$ cat src/hw/rtl/bdq_pkg.sv
// ----------------------------------------------------------------------------
// Bounded deque package
// Request codes, beat types and shared constants for the deque core.
// ----------------------------------------------------------------------------
package bdq_pkg;

    localparam int unsigned DEPTH_DEF = 16;
    localparam int unsigned VALUE_W   = 32;
    localparam int unsigned POS_W     = 4;
    localparam int unsigned LEVEL_W   = 5;

    localparam logic [2:0] REQ_PUSH_FRONT = 3'd0;
    localparam logic [2:0] REQ_PUSH_BACK  = 3'd1;
    localparam logic [2:0] REQ_POP_FRONT  = 3'd2;
    localparam logic [2:0] REQ_POP_BACK   = 3'd3;
    localparam logic [2:0] REQ_FIND       = 3'd4;

    typedef struct packed {
        logic [2:0]                req_type;
        logic signed [VALUE_W-1:0] value;
    } bdq_req_t;

    typedef struct packed {
        logic               ok;
        logic               found;
        logic [POS_W-1:0]   position;
        logic [LEVEL_W-1:0] fill_level;
    } bdq_rsp_t;

    typedef enum logic [1:0] {
        ST_IDLE = 2'b01,
        ST_SCAN = 2'b10
    } bdq_state_t;

endpackage

$ cat src/hw/rtl/bounded_deque_with_search_core.sv
// ----------------------------------------------------------------------------
// Bounded deque with search, top level
// Push and pop beats: result in the cycle after acceptance, one beat per cycle while not busy.
// Find beats: busy while entries are compared (1 to fill level, 0 if empty),
//   one at a time through the single read port of the entry RAM; result in the cycle after.
// Results are strobed by done for one cycle; the receiver cannot stall.
// Reset empties the deque; the entry RAM itself is not cleared.
// ----------------------------------------------------------------------------
module bounded_deque_with_search_core #(
    parameter int unsigned DEPTH = bdq_pkg::DEPTH_DEF
) (
    input  logic              clk,
    input  logic              rst_n,
    input  logic              start,
    output logic              busy,
    input  bdq_pkg::bdq_req_t cmd,
    output logic              done,
    output bdq_pkg::bdq_rsp_t result
);
    import bdq_pkg::*;

    localparam int unsigned AW = $clog2(DEPTH);
    localparam int unsigned CW = $clog2(DEPTH + 1);

    logic               mem_we;
    logic [AW-1:0]      mem_waddr;
    logic [VALUE_W-1:0] mem_wdata;
    logic               mem_re;
    logic [AW-1:0]      mem_raddr;
    logic [VALUE_W-1:0] mem_rdata;

    bdq_ctrl #(
        .DEPTH (DEPTH),
        .AW    (AW),
        .CW    (CW)
    ) u_ctrl (
        .clk       (clk),
        .rst_n     (rst_n),
        .start     (start),
        .busy      (busy),
        .cmd       (cmd),
        .done      (done),
        .result    (result),
        .mem_we    (mem_we),
        .mem_waddr (mem_waddr),
        .mem_wdata (mem_wdata),
        .mem_re    (mem_re),
        .mem_raddr (mem_raddr),
        .mem_rdata (mem_rdata)
    );

    bdq_ram #(
        .DEPTH (DEPTH),
        .AW    (AW)
    ) u_ram (
        .clk   (clk),
        .we    (mem_we),
        .waddr (mem_waddr),
        .wdata (mem_wdata),
        .re    (mem_re),
        .raddr (mem_raddr),
        .rdata (mem_rdata)
    );

    // A result beat never overlaps a running scan.
    a_done_idle: assert property (@(posedge clk) disable iff (!rst_n)
        done |-> !busy)
        else $error("result beat while scan is running");

    // Every non-find beat answers in the next cycle.
    a_quick_reply: assert property (@(posedge clk) disable iff (!rst_n)
        (start && !busy && cmd.req_type != REQ_FIND) |=> done)
        else $error("push or pop beat without result");

    // The end of a scan always produces a result.
    a_scan_reply: assert property (@(posedge clk) disable iff (!rst_n)
        $fell(busy) |-> done)
        else $error("scan ended without result");

    // A found value is always reported as success.
    a_found_ok: assert property (@(posedge clk) disable iff (!rst_n)
        (done && result.found) |-> result.ok)
        else $error("found without ok");

endmodule

$ cat src/hw/rtl/bdq_ram.sv
// ----------------------------------------------------------------------------
// Deque entry RAM
// Single write port, single read port, read data registered.
// ----------------------------------------------------------------------------
module bdq_ram #(
    parameter int unsigned DEPTH = bdq_pkg::DEPTH_DEF,
    parameter int unsigned AW    = $clog2(DEPTH)
) (
    input  logic                        clk,
    input  logic                        we,
    input  logic [AW-1:0]               waddr,
    input  logic [bdq_pkg::VALUE_W-1:0] wdata,
    input  logic                        re,
    input  logic [AW-1:0]               raddr,
    output logic [bdq_pkg::VALUE_W-1:0] rdata
);
    import bdq_pkg::*;

    logic [VALUE_W-1:0] mem [DEPTH];
    logic [VALUE_W-1:0] rdata_reg;

    always_ff @(posedge clk)
    begin
        if (we)
        begin
            mem[waddr] <= wdata;
        end
    end

    always_ff @(posedge clk)
    begin
        if (re)
        begin
            rdata_reg <= mem[raddr];
        end
    end

    assign rdata = rdata_reg;

endmodule

$ cat src/hw/rtl/bdq_ctrl.sv
// ----------------------------------------------------------------------------
// Deque controller
// Keeps head and fill count, drives the entry RAM and runs the find scan.
// ----------------------------------------------------------------------------
module bdq_ctrl #(
    parameter int unsigned DEPTH = bdq_pkg::DEPTH_DEF,
    parameter int unsigned AW    = $clog2(DEPTH),
    parameter int unsigned CW    = $clog2(DEPTH + 1)
) (
    input  logic                        clk,
    input  logic                        rst_n,
    input  logic                        start,
    output logic                        busy,
    input  bdq_pkg::bdq_req_t           cmd,
    output logic                        done,
    output bdq_pkg::bdq_rsp_t           result,
    output logic                        mem_we,
    output logic [AW-1:0]               mem_waddr,
    output logic [bdq_pkg::VALUE_W-1:0] mem_wdata,
    output logic                        mem_re,
    output logic [AW-1:0]               mem_raddr,
    input  logic [bdq_pkg::VALUE_W-1:0] mem_rdata
);
    import bdq_pkg::*;

    localparam logic [AW-1:0] LAST_IDX = AW'(DEPTH - 1);
    localparam logic [CW-1:0] FULL_CNT = CW'(DEPTH);
    localparam logic [AW:0]   DEPTH_X  = (AW + 1)'(DEPTH);

    bdq_state_t         state_reg, state_next;
    logic [AW-1:0]      head_reg, head_next;
    logic [CW-1:0]      fill_reg, fill_next;
    logic [AW-1:0]      cmp_idx_reg, cmp_idx_next;
    logic [AW-1:0]      rd_ptr_reg, rd_ptr_next;
    logic [VALUE_W-1:0] key_reg, key_next;
    logic               done_reg, done_next;
    bdq_rsp_t           result_reg, result_next;

    logic [AW-1:0]      head_prev;
    logic [AW-1:0]      head_succ;
    logic [AW-1:0]      rd_ptr_succ;
    logic [AW:0]        tail_sum;
    logic [AW-1:0]      tail_idx;
    logic               is_full;
    logic               is_empty;
    logic               last_cmp;
    logic [31:0]        cmp_wide;
    logic [31:0]        fill_wide;

    assign is_full   = (fill_reg == FULL_CNT);
    assign is_empty  = (fill_reg == '0);
    assign head_prev = (head_reg == '0) ? LAST_IDX : head_reg - AW'(1);
    assign head_succ = (head_reg == LAST_IDX) ? '0 : head_reg + AW'(1);
    assign rd_ptr_succ = (rd_ptr_reg == LAST_IDX) ? '0 : rd_ptr_reg + AW'(1);

    // The sum stays below twice the depth, so one subtract brings it back.
    assign tail_sum = (AW + 1)'(head_reg) + (AW + 1)'(fill_reg);
    assign tail_idx = (tail_sum >= DEPTH_X) ? AW'(tail_sum - DEPTH_X) : AW'(tail_sum);

    assign last_cmp  = ((CW'(cmp_idx_reg) + CW'(1)) == fill_reg);
    assign cmp_wide  = 32'(cmp_idx_reg);
    assign fill_wide = 32'(fill_next);

    always_comb
    begin
        state_next   = state_reg;
        head_next    = head_reg;
        fill_next    = fill_reg;
        cmp_idx_next = cmp_idx_reg;
        rd_ptr_next  = rd_ptr_reg;
        key_next     = key_reg;
        done_next    = 1'b0;
        result_next  = result_reg;
        mem_we       = 1'b0;
        mem_waddr    = head_prev;
        mem_wdata    = cmd.value;
        mem_re       = 1'b0;
        mem_raddr    = head_reg;

        unique case (state_reg)
            ST_IDLE:
            begin
                if (start)
                begin
                    done_next            = 1'b1;
                    result_next.ok       = 1'b0;
                    result_next.found    = 1'b0;
                    result_next.position = '0;
                    unique case (cmd.req_type)
                        REQ_PUSH_FRONT:
                        begin
                            if (!is_full)
                            begin
                                head_next      = head_prev;
                                mem_we         = 1'b1;
                                mem_waddr      = head_prev;
                                fill_next      = fill_reg + CW'(1);
                                result_next.ok = 1'b1;
                            end
                        end
                        REQ_PUSH_BACK:
                        begin
                            if (!is_full)
                            begin
                                mem_we         = 1'b1;
                                mem_waddr      = tail_idx;
                                fill_next      = fill_reg + CW'(1);
                                result_next.ok = 1'b1;
                            end
                        end
                        REQ_POP_FRONT:
                        begin
                            if (!is_empty)
                            begin
                                head_next      = head_succ;
                                fill_next      = fill_reg - CW'(1);
                                result_next.ok = 1'b1;
                            end
                        end
                        REQ_POP_BACK:
                        begin
                            if (!is_empty)
                            begin
                                fill_next      = fill_reg - CW'(1);
                                result_next.ok = 1'b1;
                            end
                        end
                        REQ_FIND:
                        begin
                            // An empty deque answers without a scan; otherwise the
                            // front entry is fetched and the scan begins.
                            if (!is_empty)
                            begin
                                done_next    = 1'b0;
                                mem_re       = 1'b1;
                                mem_raddr    = head_reg;
                                cmp_idx_next = '0;
                                rd_ptr_next  = head_succ;
                                key_next     = cmd.value;
                                state_next   = ST_SCAN;
                            end
                        end
                        default:
                        begin
                        end
                    endcase
                    result_next.fill_level = fill_wide[LEVEL_W-1:0];
                end
            end
            ST_SCAN:
            begin
                // Read data holds the entry at cmp_idx_reg from the front.
                if (mem_rdata == key_reg)
                begin
                    done_next              = 1'b1;
                    result_next.ok         = 1'b1;
                    result_next.found      = 1'b1;
                    result_next.position   = cmp_wide[POS_W-1:0];
                    result_next.fill_level = fill_wide[LEVEL_W-1:0];
                    state_next             = ST_IDLE;
                end
                else if (last_cmp)
                begin
                    done_next              = 1'b1;
                    result_next.ok         = 1'b0;
                    result_next.found      = 1'b0;
                    result_next.position   = '0;
                    result_next.fill_level = fill_wide[LEVEL_W-1:0];
                    state_next             = ST_IDLE;
                end
                else
                begin
                    mem_re       = 1'b1;
                    mem_raddr    = rd_ptr_reg;
                    cmp_idx_next = cmp_idx_reg + AW'(1);
                    rd_ptr_next  = rd_ptr_succ;
                end
            end
            default:
            begin
                state_next = ST_IDLE;
            end
        endcase
    end

    always_ff @(posedge clk or negedge rst_n)
    begin
        if (!rst_n)
        begin
            state_reg <= ST_IDLE;
            head_reg  <= '0;
            fill_reg  <= '0;
            done_reg  <= 1'b0;
        end
        else
        begin
            state_reg <= state_next;
            head_reg  <= head_next;
            fill_reg  <= fill_next;
            done_reg  <= done_next;
        end
    end

    always_ff @(posedge clk)
    begin
        cmp_idx_reg <= cmp_idx_next;
        rd_ptr_reg  <= rd_ptr_next;
        key_reg     <= key_next;
        result_reg  <= result_next;
    end

    assign busy   = (state_reg == ST_SCAN);
    assign done   = done_reg;
    assign result = result_reg;

endmodule
$ cat config.mk
export PLATFORM = sky130hd
export DESIGN_NAME = bounded_deque_with_search_core
export DESIGN_NICKNAME = d
export VERILOG_FILES = /design/src/hw/rtl/bdq_pkg.sv /design/src/hw/rtl/bounded_deque_with_search_core.sv /design/src/hw/rtl/bdq_ram.sv /design/src/hw/rtl/bdq_ctrl.sv
export SDC_FILE = /design/constraint.sdc
export NUM_CORES = 1
export LEC_CHECK = 0
export BUFFER_PORTS_ARGS = -buffer_cell sky130_fd_sc_hd__buf_4
export CAP_MARGIN = 20
export CELL_PAD_IN_SITES_DETAIL_PLACEMENT = 1
export CELL_PAD_IN_SITES_GLOBAL_PLACEMENT = 1
export CORE_ASPECT_RATIO = 1.25
export CORE_MARGIN = 1
export CORE_UTILIZATION = 40
export CTS_CLUSTER_DIAMETER = 100
export CTS_CLUSTER_SIZE = 8
export DETAILED_ROUTE_END_ITERATION = 16
export PLACE_DENSITY = 0.7
export RECOVER_POWER = 25
export SETUP_SLACK_MARGIN = 0.05
export SKIP_LAST_GASP = 1
export SLEW_MARGIN = 20
export SYNTH_ARGS = -nofsm -noshare
export SYNTH_HDL_FRONTEND = slang
export SYNTH_SLANG_ARGS = --single-unit
$ cat constraint.sdc
create_clock -name clk -period 5.4 [get_ports clk]
set_input_delay 0.54 -clock clk [delete_from_list [all_inputs] [get_ports clk]]
set_output_delay 0.54 -clock clk [all_outputs]
set_load 0.005 [all_outputs]
**Word level (Yosys, flattened, before mapping)**

Memory sizes are Yosys's and may differ from the RTL's. A register that Yosys moved wholly into a read port is not among the register bits.
Index checks and enable logic that the tools add are counted.

- Register bits: 63
- Memories: 1
- Logic and storage cells: 113
- Bits in writable memories: 512
- Output and inout bits: 13
- Input port bits: 38

- $add $sub $neg: 9
- Eq/ne operators: 19
- Muxes and demuxes: 59
- Order comparisons: 1
- Reduce and logical (&&, ||, !) cells: 12
- Bitwise operators: 1

Memories:

| name | depth | bits a word | rd ports | clocked after memory_dff | wr ports | RTL line | source |
|---|---|---|---|---|---|---|---|
| u_ram.mem | 16 | 32 | 1 | 1 | 1 | bdq_ram.sv:19 | `logic [VALUE_W-1:0] mem [DEPTH];` |

Operator list:

| kind | number |
|---|---|
| 2-to-1 mux 4 bit | 22 |
| 2-to-1 mux 11 bit | 3 |
| equality test 32 bit | 1 |
| one-hot mux 4 bit (2 select lines) | 3 |
| one-hot mux 11 bit (2 select lines) | 1 |
| 2-to-1 mux 5 bit | 4 |
| 2-to-1 mux 1 bit | 16 |
| != test 2 bit (second input constant) | 7 |
| adder 4 x 1 -> 4 bit (second input constant) | 3 |
| 2-to-1 mux 2 bit | 5 |
| one-hot mux 5 bit (2 select lines) | 1 |
| equality test 4 bit (second input constant) | 2 |
| AND reduction 4 bit | 2 |
| subtractor 4 x 1 -> 4 bit (second input constant) | 2 |
| equality test 3 x 2 -> 1 bit (second input constant) | 2 |
| one-hot mux 1 bit (2 select lines) | 3 |
| AND reduction 6 bit | 1 |
| adder 4 x 1 -> 5 bit (second input constant) | 1 |
| adder 4 x 5 -> 5 bit | 1 |
| adder 5 x 1 -> 5 bit (second input constant) | 1 |
| equality test 5 bit | 1 |
| equality test 5 bit (second input constant) | 1 |
| greater-or-equal comparator 5 bit (second input constant) | 1 |
| zero test 5 bit | 1 |
| other kinds (14) | 16 |

**Depth between registers and ports, before layout**

Gate-level depths: netlist (run 1).

- Word-level depth: 8
- Depth in mapped cells: 11
- Depth with buffers taken out: 10

**Modules after synthesis**

Synthesis (run 1) repeated with hierarchy kept, for this count alone.

- Cells, all modules: 1,155
- Area total of the unflattened synthesis: 23,735.3 um^2

Modules (own cells, without submodules):

| module | sequential area each (um^2) | times used | area each (um^2) | cells each |
|---|---|---|---|---|
| bdq_ram | 16,335.7 | 1 | 20,155.6 | 838 |
| bdq_ctrl | 1,833.0 | 1 | 3,579.7 | 317 |

**Worst setup path before layout (run 1)**

Ideal clock, no wire load.

- Path type: register to register
- Start point: reg u_ctrl.fill_reg[1]
- End point: mem u_ram.mem[4][0] (enable)
- Data required time: 4.979 ns
- Arrival: 3.361 ns
- Stages on the path, launching flop included: 11
- Buffers on the path: 0
- Clock period less this slack: 3.782 ns
- Path slack: 1.618 ns
- Setup time: 0.421 ns
- Path through: dfrtp_1 inv_1 ha_1 nor3b_1 a211o_1 nor2_1 nand2_1 nor2_1 a21oi_1 nand2b_1 nor2_1

- Cells in the longest elaborated chain, start to end: 7
- Elaborated cells on any way between the ends: 15
- Classes of those cells: 2 x add/sub; 1 x order compare; 1 x eq/ne; 11 x mux

Ends and longest elaborated chain:

| item | RTL line | source |
|---|---|---|
| start: declaration | bdq_ctrl.sv:32 | `logic [CW-1:0] fill_reg, fill_next;` |
| start signal: assignment | bdq_ctrl.sv:199 | `fill_reg <= fill_next;` |
| adder 4 x 5 -> 5 bit / equality test 5 bit (equally long branches) | bdq_ctrl.sv:57, bdq_ctrl.sv:50 |  |
| subtractor 4 x 1 -> 4 bit (tied with other cells) | bdq_ctrl.sv:58 | `assign tail_idx = (tail_sum >= DEPTH_X) ? AW'(tail_sum - DEPTH_X) : AW'(tail_sum);` |
| 2-to-1 mux 4 bit / 2-to-1 mux 1 bit (equally long branches) | - |  |
| 2-to-1 mux 4 bit / 2-to-1 mux 1 bit (equally long branches) | bdq_ctrl.sv:103, bdq_ctrl.sv:83 |  |
| 2-to-1 mux 4 bit / 2-to-1 mux 1 bit (equally long branches) | - |  |
| 2-to-1 mux 4 bit / 2-to-1 mux 1 bit (equally long branches) | bdq_ctrl.sv:83, bdq_ram.sv:24 |  |
| 2-to-1 mux 4 bit / 2-to-1 mux 1 bit (equally long branches) | bdq_ctrl.sv:80, bdq_ram.sv:26 |  |
| end: declaration | bdq_ram.sv:19 |  |

Parallel ways exist; a longest one is shown, timed or not.

**Worst setup path after layout (run 1)**

- Start point: reg u_ctrl.key_reg[30]
- End point: reg u_ram.rdata_reg[4] (netlist: u_ram.rdata[4]) (read register of u_ram.mem) (data pin)

- Cells in the longest elaborated chain, start to end: 3
- Elaborated cells on any way between the ends: 5
- Classes of those cells: 1 x eq/ne; 4 x mux

Ends and longest elaborated chain:

| item | RTL line | source |
|---|---|---|
| start: declaration | bdq_ctrl.sv:35 | `logic [VALUE_W-1:0] key_reg, key_next;` |
| start signal: assignment | bdq_ctrl.sv:208 | `key_reg <= key_next;` |
| equality test 32 bit (*) | bdq_ctrl.sv:153 | `if (mem_rdata == key_reg)` |
| 2-to-1 mux 1 bit / 2-to-1 mux 4 bit (equally long branches) | bdq_ctrl.sv:153 |  |
| one-hot mux 1 bit (2 select lines) / 2-to-1 mux 4 bit (equally long branches) | - |  |
| end: declaration | bdq_ram.sv:20 | `logic [VALUE_W-1:0] rdata_reg;` |

Mark *: on every way between the ends. The rest lies on a longest branch, timed or not.
A chain may end at the register's enable or synchronous reset.

==> results of run 1 <==
[per-stage QoR]
step / area (um2) / hold slack [ps]
global placement: 25300 / 401
finish: 27500 / 232
detailed placement: 25300 / 405
floorplan: 23600 / 244
CTS: 27600 / 202
global route: 27500 / 233
[repair_timing]
action | in CTS | in global routing
hold endpoints to repair | 12 | 0
setup buffers | 0 | 0
hold buffers | 1 | 0
[Yosys cell counts, types with 3 or more instances]
master,instances
dfrtp_1,11
mux2i_1,262
xnor2_1,10
nor4_1,8
buf_2,27
edfxtp_1,595
buf_1,11
ha_1,11
xor2_1,37
a31oi_1,4
or4_1,32
nor3_1,4
and2_1,5
o32ai_1,4
a211oi_1,3
inv_1,13
or2_2,3
nand2_1,32
o21ai_0,15
nor2b_1,3
mux2_2,3
a21oi_1,15
nand3_1,7
o22ai_1,131
nor2_1,33
clkbuf_1,21
nand2b_1,7
[area by class of cell]
class	count	share of cell area
clock inverters	4	0.00154
multi-input cells	649	0.194
clock buffers	105	0.0823
diodes	1	0.0000909
flip-flops and latches	607	0.660
inverters	13	0.00177
well taps	757	0.0344
repair buffers	91	0.0266
[worst min-delay path by stage]
stage            start                           end  slack (ps)  cells after the start
2_1_floorplan    rst_n         u_ctrl.done$_DFF_PN0_         240                      0
3_3_place_gp     rst_n  u_ctrl.fill_reg[1]$_DFF_PN0_         400                      1
3_5_place_dp     rst_n  u_ctrl.fill_reg[2]$_DFF_PN0_         400                      1
4_1_cts        cmd[30]   u_ram.mem[11][30]$_DFFE_PP_         200                      1
5_1_grt        cmd[33]  u_ctrl.fill_reg[1]$_DFF_PN0_         230                      2
6_report       cmd[33]  u_ctrl.fill_reg[1]$_DFF_PN0_         230                      2
[cell usage in the layout (no fill, tap or decap), types with 13 or more instances in the layout]
cell       instances
nor2_4            16
clkbuf_16         88
inv_1             13
nand2_1           24
mux2i_1          261
nor2_1            17
buf_4             59
o21ai_0           15
a21oi_1           14
xor2_1            37
clkbuf_1          38
edfxtp_1         595
o22ai_1          131
or4_1             32
[cell families after synthesis]
logic type	count (synthesis)	share of synthesized area
adder cells (fa/ha/maj)	12	0.00667
XOR/XNOR	49	0.0194
AND/OR/NAND/NOR	141	0.0318
multiplexers	265	0.112
AO/OA/AOI/OAI	182	0.0483
flip-flops	607	0.769
buffers and inverters	72	0.0129
[worst max-delay path: cells and delay by family, from the launching register on]
kind / cells / cell delay, ps
simple gates: 3 / 1670
xor+xnor: 1 / 200
buf+inv: 1 / 360
compound gates: 2 / 630
flops: 1 / 370
mux: 2 / 840
[report_power, final]
part	switching [mW]	total [mW]	internal, mW
logic	2.13	3.55	1.42
clock network	1.80	4.69	2.89
registers	0.185	5.79	5.60
[metal layers]
| layer | track usage | part of all wire | up-vias |
|---|---|---|---|
| met5 | 0 | 0.00015 | - |
| met4 | 0.0828 | 0.033 | 2 |
| met3 | 0.0328 | 0.042 | 120 |
| met2 | 0.360 | 0.53 | 332 |
| met1 | 0.235 | 0.40 | 6419 |
| li1 | - | - | 5533 |
==> results by stage, run 1 <==
Synthesis:
- Of the post-synthesis cell area, the dominant cell type holds 0.756.
- The proportion of synthesized chip area in sequential cells is 0.769.
- Dividing the synthesized area by the synthesized cell count gives 17.8 um2.
- The fraction of registers with async set/reset is 0.0198.
- The most used flip-flop cell after synthesis is edfxtp_1.
- Synthesis produced a netlist with a net count of 1378.
- By area the synthesized netlist is led by edfxtp_1 76%, mux2i_1 11%, o22ai_1 3.5%.
- The number of flops mapped to enable cells by yosys is 595.
- The number of storage elements in the synthesis netlist is 607.
- Synthesis instantiated 44 different standard cells from the library.
- Summed over all instances, the cell type with the most area after synthesis is edfxtp_1.
- For this run, the number of Yosys warnings is 0.
- The cell area after synthesis is 23600 um2.
- The synthesized instance count is 1328.

Worst setup path:
- The worst setup path is captured at a flop.
- The worst-case reg-to-reg path depth is 9.
- The reg-to-reg endpoint is u_ram.rdata[4]$_DFFE_PP_.
- Setup slack on the worst reg-to-reg path comes out at 970 ps.
- The signal on the critical path passes through xor2_1 > nor4_1 > nand4_1 > o21ai_4 > mux2i_4 > buf_12 > mux2i_1 > o22ai_1 > or4_1.
- The startpoint identified for the worst register-to-register timing path is u_ctrl.key_reg[30]$_DFFE_PP_.
- The critical path ends at u_ram.rdata[4]$_DFFE_PP_.
- The kind of start point of the critical path is a flop.
- Tracing the worst setup path back leads to its startpoint at u_ctrl.key_reg[30]$_DFFE_PP_.
- The signal arrival time at the worst endpoint is 4750 ps.
- The peak fanout along the critical path is 47.
- STA puts the critical path data required time at 5720 ps.
- The classification of the worst setup path is reg2reg.
- In this design, the stage delay of the slowest critical-path cell is 640 ps.
- The slowest stage of the critical path belongs to the cell or4_1.

Clock network:
- The number of buffers created by CTS is 85.
- After clock tree synthesis, the clock-pin slew on the worst setup and hold paths is 60 ps.
- TritonCTS built the clock tree.
- The longest clock path from root to sink contains 3 buffers.
- The TritonCTS sink count is 607.
- The deepest level of the CTS H-tree is 3.
- The CTS root buffer is clkbuf_16.
- The clock reaches the later pin of the worst-skew pair after 620 ps.
- The number of gates resized after CTS is 0.

Finish:
- The non-filler instance count after layout is 2227.
- The area of combinational cells with multiple inputs is 5330 um2.
- The final design utilization is 0.472.
- In the final layout, the share of cells above drive strength 1 is 0.133.
- Fill cells in the final layout number 5439.
- The layout net count is 1497.
- The area taken by flip-flops and latches is 18200 um2.
- The register with the most flip-flops in the layout has 512 of them.
- The post-synthesis to final-layout area growth is 16.5%.

Floorplan:
- The die covers 60100 um2.
- For this configuration, the core starts out at a cell density of 0.405.
- Row generation in the floorplan step produced 99 rows.
- The boundary pin count is 51.
- The placeable core region is 58300 um2.
- In this run the vertical extent of the chip is 274 um.
- The die extent in x is 219 um.

Timing:
- Setup repair after global routing left no endpoint under its margin.
- The worst relative slew slack is 0.410.
- The maximum achievable frequency is 226 MHz.
- The transition at the pin with the smallest max-transition slack is 873 ps.
- The final hold violation count is 0.
- In the finished design, the share of the clock period the worst path needs comes to 0.820.
- The shortest clock period the worst path allows after layout is 4430 ps.
- Setup slack closes at 972 ps.
- The summed negative setup slack over all endpoints is 0 ps.
- Between clock sinks in the finished design, the worst skew comes to 30.4 ps.
- The max-slew violation count is 0.
- The final setup violation count is 0.

Pwr:
- The cell area power density is 509 nW/um2.
- The completed layout was analyzed and its total power is 14.0 mW.
- The analysis attributes to cell leakage a power of 9.97 nW.
- The highest ir drop seen on vdd is 0.000337 V.

Global route:
- Entering global routing, the biggest net connects 58 pins.
- The via count of the first global-routing pass is 13500.
- The first global-routing pass estimated 86200 um of wire.
- The overall global routing resource usage is 0.200.
- The global route total overflow is 0.
- The initial antenna violation count is 2.

Job:
- The max capacitance violation total is 0.

Route:
- Summed over all layers, the routed wires come to 59100 um.
- The starting DRC count in detailed routing is 817.
- The mean number of vias per cell is 5.57.
- The overall via count from detail_route is 12400.
- The number of iterations in the first detailed-routing pass is 4.
- The detail route stage leaves a number of antenna-violating nets equal to 0.
- The number of remaining DRC errors is 0.
- After detailed routing, the average wire length per cell comes to 26.5 um.

Placement:
- Counting tap cells, the placed design contains a total of 2116 instances.
- Detailed placement finished with a half-perimeter wire length of 32600 um.
- Before CTS, the worst setup slack after placement is 1070 ps.
- The count of buffers from port buffering is 50.
- Routability-driven placement finished with a final weighted congestion of 0.773.

Outcome:
- The run finished with clean final reports.

Min path:
- The min-delay analysis places its worst path in the category in2reg.
Power figures use the tool's default switching activity.
==> run 2, diff against run 1 <==
==> constraint.sdc (replaced) <==
create_clock -name clk -period 4.1 [get_ports clk]
set_input_delay 0.41 -clock clk [delete_from_list [all_inputs] [get_ports clk]]
set_output_delay 0.41 -clock clk [all_outputs]
set_load 0.005 [all_outputs]
==> run 2 against run 1 <==
  * Final cell count is 1.2% higher
  * Largest power group unchanged
  * Highest routed layer unchanged
  * First-iteration DRC count is 26% higher
  * Global-route usage is 0.94 points higher
  * Die area stayed put
==> results by stage, run 2 (synthesis gave the netlist of run 1 again) <==
Worst setup path:
- The worst endpoint required time came to 4440 ps (-1280 ps).
- The peak fanout along the critical path is 21 (-55%).
- The critical path goes through xor2_1 > nor4_1 > buf_4 > nand4_1 > o21ai_4 > mux2i_4 > buf_12 > buf_4 > mux2i_1 > o22ai_1 > or4_1.
- The signal arrival time at the worst endpoint is 4210 ps (-540 ps).
- The most prevalent standard cell on the critical path is buf_4.
- The family with the most delay on the worst path is simple AND/OR/NAND/NOR gates.
- The register-to-register setup slack is 220 ps (-750 ps).
- The worst setup path is captured at a flop.
- The count of buffer and inverter cells on the critical path is 3 (+2).
- In this run the critical register-to-register path is launched from u_ctrl.key_reg[10]$_DFFE_PP_.
- The reg-to-reg endpoint is u_ram.rdata[25]$_DFFE_PP_.
- The worst setup path is of the reg2reg kind.
- The worst stage delay on the critical path is 530 ps (-110 ps).
- The worst-case reg-to-reg path depth came to 11 (+2).
- The kind of start point of the critical path is a flop.
- The slowest stage of the critical path belongs to the cell or4_1.

Floorplan:
- The die extent in x is 219 um (unchanged).
- The die extent in y is 274 um (unchanged).
- The overall die area is 60100 um2 (unchanged).
- The initial core utilization is 0.405 (unchanged).
- The placeable core region was 58300 um2 (unchanged).
- The boundary pin count is 51 (unchanged).
- The number of placement rows is 99 (unchanged).

Route:
- The starting DRC count in detailed routing is 1027 (+26%).
- The total wirelength of the detailed-routed design is 62200 um (+5.3%).
- The number of remaining DRC errors is 0 (unchanged).
- The detail-routed net length per standard cell came to 27.6 um (+4.1%).
- The number of nets with antenna violations after detailed routing is 0 (unchanged).
- The mean number of vias per cell is 5.69 (+2.2%).
- The overall via count from detail_route is 12800 (+3.4%).
- The number of iterations in the first detailed-routing pass came to 5 (+1).

Clock network:
- The number of buffers created by CTS is 85 (unchanged).
- The TritonCTS clock tree is done.
- The source-to-sink clock delay at the later pin of the worst-skew pair was 620 ps (about the same).
- The deepest level of the CTS H-tree is 3 (unchanged).
- The buffer depth of the longest clock path came to 3 (unchanged).
- The post-CTS setup repair buffer count is 0 (unchanged).
- The cell sitting at the root of the clock tree is a clkbuf_16.
- The clock slew seen by the registers of the worst setup and hold paths is 50 ps (about the same).
- The TritonCTS sink count is 607 (unchanged).

Min path:
- The hold-critical path depth came to 2 (unchanged).
- The type of the most critical hold path is in2reg.
- In this run the most critical hold path is launched from cmd[33].
- The end point of the most critical hold path is u_ctrl.fill_reg[1]$_DFF_PN0_.

Global route:
- The overall global routing resource usage is 0.210 (+0.00942).
- The via count of the first global-routing pass is 13900 (+3.3%).
- The initial antenna violation count is 3 (+1).
- The global route total overflow is 0 (unchanged).
- The first-pass GRT wire length is 90100 um (+4.6%).
- The largest net degree at the start of global routing is 45 (-22%).

Timing:
- The transition at the pin with the smallest max-transition slack is 752 ps (-120 ps).
- The worst clock skew is 30.0 ps (-0.363 ps).
- The final clock period utilization by the worst path was 0.946 (+0.126).
- The shortest clock period the worst path allows after layout came to 3880 ps (-551 ps).
- The final setup violation count was 0 (unchanged).
- The worst relative slew slack is 0.498 (+0.0884).
- The summed negative setup slack over all endpoints is 0 ps (unchanged).
- The final hold violation count was 0 (unchanged).
- The maximum achievable frequency is 258 MHz (+14%).
- The max-slew violation count came to 0 (unchanged).
- The setup slack of the critical path after layout was 223 ps (-749 ps).
- Setup repair after global routing left no endpoint under its margin.

Job:
- The max capacitance violation total is 0 (unchanged).

Finish:
- In the layout the commonest cells are 595 x edfxtp_1, 261 x mux2i_1, 131 x o22ai_1.
- The layout net count is 1525 (+1.9%).
- The share of post-route cells with drive strength above 1 came to 0.145 (+0.0125).
- The area growth from synthesis to layout is 18.5%.
- The library cell used most frequently in the layout, excluding fill and tap cells, is edfxtp_1.
- The number of flip-flops in the largest register is 512 (unchanged).

Placement:
- The worst setup slack before clock tree synthesis is 212 ps (-862 ps).
- The count of buffers from port buffering is 50 (unchanged).
- The final HPWL from detailed placement is 34300 um (+5.3%).
- The weighted congestion reported at the end of routability-driven placement is 0.794 (+2.7%).

Outcome:
- The flow ran to the end, and the final reports show no timing, DRC or antenna violations.

Pwr:
- The highest ir drop seen on vdd is 0.000366 V (+8.6%).
- The static power due to leakage is 10.2 nW (+2.0%).
- The final total power was 18.9 mW (+35%).
- The cell area power density is 676 nW/um2 (+33%).
[run 2: per-stage QoR]
step / cells / hold WS [ps] / util / area (um2)
after floorplan: 1328 / 114 / - / 23600
after global placement: 2144 / 270 / 0.442 / 25800
after detailed placement: 2144 / 272 / 0.442 / 25800
after CTS: 2251 / 52.2 / 0.482 / 28100
after global routing: 2253 / 96.0 / 0.480 / 28000
final: 2253 / 87.7 / 0.480 / 28000
[run 2: area by class of cell]
| cell class | count | area (um2) |
|---|---|---|
| fillers | 5389 | 30300 |
| flip-flops and latches | 607 | 18200 |
| multi-input cells | 649 | 5340 |
| clock buffers | 103 | 2280 |
| repair buffers | 119 | 1190 |
| well taps | 757 | 947 |
| inverters | 13 | 48.8 |
| clock inverters | 3 | 37.5 |
| diodes | 2 | 5.00 |
[run 2: worst reg2reg max path: stages, from the launching register on]
cell and delay (ps):
edfxtp_1 370, xor2_1 280, nor4_1 370, buf_4 180, nand4_1 250, o21ai_4 270, mux2i_4 400, buf_12 270
buf_4 270, mux2i_1 260, o22ai_1 140, or4_1 530
[run 2: worst max path at each step]
stage	start	end	slack (ps)	depth (start not counted)
after floorplan	u_ctrl.fill_reg[1]$_DFF_PN0_	u_ram.mem[4][0]$_DFFE_PP_	320	10
after detailed placement	u_ctrl.key_reg[10]$_DFFE_PP_	u_ram.rdata[19]$_DFFE_PP_	210	11
after CTS	u_ctrl.key_reg[10]$_DFFE_PP_	u_ram.rdata[21]$_DFFE_PP_	150	11
after global routing	u_ctrl.key_reg[10]$_DFFE_PP_	u_ram.rdata[21]$_DFFE_PP_	60	11
final	u_ctrl.key_reg[10]$_DFFE_PP_	u_ram.rdata[25]$_DFFE_PP_	220	11
after global placement	u_ctrl.key_reg[10]$_DFFE_PP_	u_ram.rdata[19]$_DFFE_PP_	330	11
[run 2: repair_timing]
action                                  4_1_cts  5_1_grt
endpoints found under the setup margin        0        3
gates resized for setup                       0        1
hold endpoints to repair                     12        0
hold buffers                                  1        0
[run 2: layer usage]
layer,GRT usage,part of all wire,vias to the layer above
li1,-,-,5594
met1,0.244,0.39,6715
met2,0.376,0.53,394
met3,0.0342,0.049,121
met4,0.0948,0.035,2
met5,0,0.00026,-
[run 2: power breakdown]
group | internal, mW | switching [mW]
Combinational | 2.10 | 2.98
Sequential | 7.37 | 0.240
Clock | 3.83 | 2.42
==> run 3, diff against run 2 <==
--- a/config.mk
+++ b/config.mk
@@ -9,7 +9,6 @@
 export CAP_MARGIN = 20
 export CELL_PAD_IN_SITES_DETAIL_PLACEMENT = 1
 export CELL_PAD_IN_SITES_GLOBAL_PLACEMENT = 1
-export CORE_ASPECT_RATIO = 1.25
 export CORE_MARGIN = 1
 export CORE_UTILIZATION = 40
 export CTS_CLUSTER_DIAMETER = 100
==> run 3 against run 2 <==
  * Combinational power is essentially flat
  * Final cell count grew 0.53%
  * Register-to-register slack gained 50 ps
  * Sequential power is essentially flat
  * Critical path depth grew 1
  * Global-route usage shrank 0.62 points
  * Die area is essentially flat
  * Critical endpoint is now u_ram.rdata[14]$_DFFE_PP_
  * Largest cell class unchanged
==> results by stage, run 3 (synthesis gave the netlist of run 1 again) <==
Worst setup path:
- The worst endpoint required time was 4450 ps (about the same).
- The endpoint identified for the worst register-to-register timing path is u_ram.rdata[14]$_DFFE_PP_.
- The critical path ends at u_ram.rdata[14]$_DFFE_PP_.
- The register-to-register setup slack is 270 ps (+50 ps).
- The worst stage delay on the critical path was 550 ps (+20 ps).
- Tracing the worst setup path back leads to its startpoint at u_ctrl.key_reg[23]$_DFFE_PP_.
- STA classifies the critical path endpoint as a flop.
- The critical path goes through xor2_1 > nor4_2 > buf_4 > nand4_1 > buf_4 > o21ai_4 > mux2i_4 > buf_12 > buf_12 > mux2i_1 > o22ai_1 > or4_1.
- In this run the critical register-to-register path is launched from u_ctrl.key_reg[23]$_DFFE_PP_.
- The worst-case reg-to-reg path depth came to 12 (+1).
- The worst setup path is launched from a flop.
- The signal arrival time at the worst endpoint is 4180 ps (-30 ps).
- The worst-path cell with the longest stage delay is or4_1.
- The peak fanout along the critical path is 22 (+4.8%).
- The worst setup path is of the reg2reg kind.

Timing:
- The final clock period utilization by the worst path is 0.934 (-0.0111).
- The worst relative slew slack is 0.500 (+0.00195).
- The summed negative setup slack over all endpoints is 0 ps (unchanged).
- Setup repair after global routing left no endpoint under its margin.
- The final setup violation count came to 0 (unchanged).
- The transition at the pin with the smallest max-transition slack came to 750 ps (-2.92 ps).
- The final hold violation count came to 0 (unchanged).
- The shortest clock period the worst path allows after layout came to 3830 ps (-45.5 ps).
- The max-slew violation count is 0 (unchanged).
- The maximum achievable frequency is 261 MHz (+1.2%).
- The worst clock skew was 23.1 ps (-6.90 ps).

Finish:
- Leaving out fill and tap cells, the most frequent cell in the layout is edfxtp_1.
- The post-synthesis to final-layout area growth is 18.9%.
- The area of all placed cells without fillers was 28100 um2 (+0.34%).
- The share of post-route cells with drive strength above 1 came to 0.152 (+0.00706).
- The layout net count is 1534 (+0.59%).
- The number of flip-flops in the largest register is 512 (unchanged).
- In the layout the commonest cells are 595 x edfxtp_1, 261 x mux2i_1, 131 x o22ai_1.

Floorplan:
- The placeable core region was 58000 um2 (-0.54%).
- The overall die area is 60100 um2 (about the same).
- The boundary pin count is 51 (unchanged).
- The number of placement rows is 88 (-11%).
- The die extent in y is 245 um (-10%).
- The initial core utilization is 0.407 (+0.00221).
- The die extent in x is 245 um (+12%).

Route:
- The detail-routed net length per standard cell is 26.8 um (-3.0%).
- The mean number of vias per cell is 5.61 (-1.4%).
- The starting DRC count in detailed routing is 965 (-6.0%).
- The overall via count from detail_route is 12700 (-0.87%).
- The number of iterations in the first detailed-routing pass was 5 (unchanged).
- The number of remaining DRC errors came to 0 (unchanged).
- The total wirelength of the detailed-routed design is 60700 um (-2.5%).
- The number of nets with antenna violations after detailed routing came to 0 (unchanged).

Global route:
- The overall global routing resource usage is 0.204 (-0.00623).
- The via count of the first global-routing pass is 13400 (-4.0%).
- The global route total overflow is 0 (unchanged).
- The initial antenna violation count is 5 (+2).
- The largest net degree at the start of global routing was 33 (-27%).
- The first-pass GRT wire length is 88200 um (-2.1%).

Min path:
- The type of the most critical hold path is in2reg.
- The hold-critical path depth is 2 (unchanged).

Clock network:
- The post-CTS setup repair buffer count came to 0 (unchanged).
- The TritonCTS clock tree is done.
- The root buffer cell chosen for the clock tree is clkbuf_16.
- The number of buffers created by CTS came to 85 (unchanged).
- The source-to-sink clock delay at the later pin of the worst-skew pair was 630 ps (about the same).
- The clock slew seen by the registers of the worst setup and hold paths was 50 ps (about the same).
- The deepest level of the CTS H-tree was 3 (unchanged).
- The TritonCTS sink count was 607 (unchanged).
- The buffer depth of the longest clock path was 3 (unchanged).

Pwr:
- The cell area power density came to 670 nW/um2 (-0.83%).
- The static power due to leakage was 10.2 nW (+0.62%).
- The highest ir drop seen on vdd is 0.000334 V (-8.8%).

Outcome:
- The run finished with clean final reports.

Placement:
- The weighted congestion reported at the end of routability-driven placement came to 0.759 (-4.4%).
- The count of buffers from port buffering is 50 (unchanged).
- The final HPWL from detailed placement is 34100 um (-0.69%).
- The instance area at placement is 25900 um2 (+0.53%).

Job:
- The max capacitance violation total is 0 (unchanged).
[run 3: worst min-delay path by stage]
stage                     startpoint                      endpoint  slack (ps)
after global routing         cmd[33]  u_ctrl.fill_reg[1]$_DFF_PN0_          90
after floorplan                rst_n         u_ctrl.done$_DFF_PN0_         110
after detailed placement       rst_n  u_ctrl.fill_reg[4]$_DFF_PN0_         270
after CTS                     cmd[2]    u_ram.mem[10][2]$_DFFE_PP_          60
after global placement         rst_n  u_ctrl.fill_reg[4]$_DFF_PN0_         270
final                        cmd[33]  u_ctrl.fill_reg[1]$_DFF_PN0_         100
[run 3: cell type report]
type | count | area (um2)
antenna | 3 | 7.51
clock buffer | 94 | 2160
clock inverter | 6 | 100
fill | 5327 | 29900
inverter | 13 | 48.8
multi-input combinational | 649 | 5340
sequential | 607 | 18200
tap | 765 | 957
timing repair buffer | 128 | 1330
[run 3: routing by layer]
layer,track usage,vias up,wire [um],share of wire
met2,0.338,369,30000,0.49
li1,-,5599,-,-
met5,0,-,19,0.00031
met1,0.267,6635,26000,0.43
met4,0.0682,4,1460,0.024
met3,0.0405,107,3220,0.053
[run 3: per-stage QoR]
stage	instances	setup WS, ps	util	power (mW)	hold WS [ps]
floorplan	1328	318	-	10.7	114
global placement	2160	179	0.447	12.7	269
detailed placement	2161	105	0.447	12.8	271
CTS	2262	61.2	0.486	19.0	56.2
global route	2264	168	0.484	19.5	94.6
finish	2265	269	0.484	18.8	95.1
[run 3: critical path: cells and delay by family (launching register included)]
kind | cells | cell delay (ps)
and+or+nand+nor | 3 | 1120
buffers and inverters | 4 | 860
muxes | 2 | 580
DFF | 1 | 410
AOI/OAI and AO/OA | 2 | 300
xor gates and xnor gates | 1 | 240
[run 3: what timing repair did]
action | 4_1_cts | 5_1_grt
hold buffers | 1 | 0
setup endpoints to repair | 0 | 28
hold endpoints to repair | 12 | 0
resized for setup | 0 | 1
[run 3: report_power, final]
part / internal, mW / switching, mW
registers: 7.37 / 0.234
clock network: 3.68 / 2.47
logic: 2.18 / 2.90
total: 13.2 / 5.61
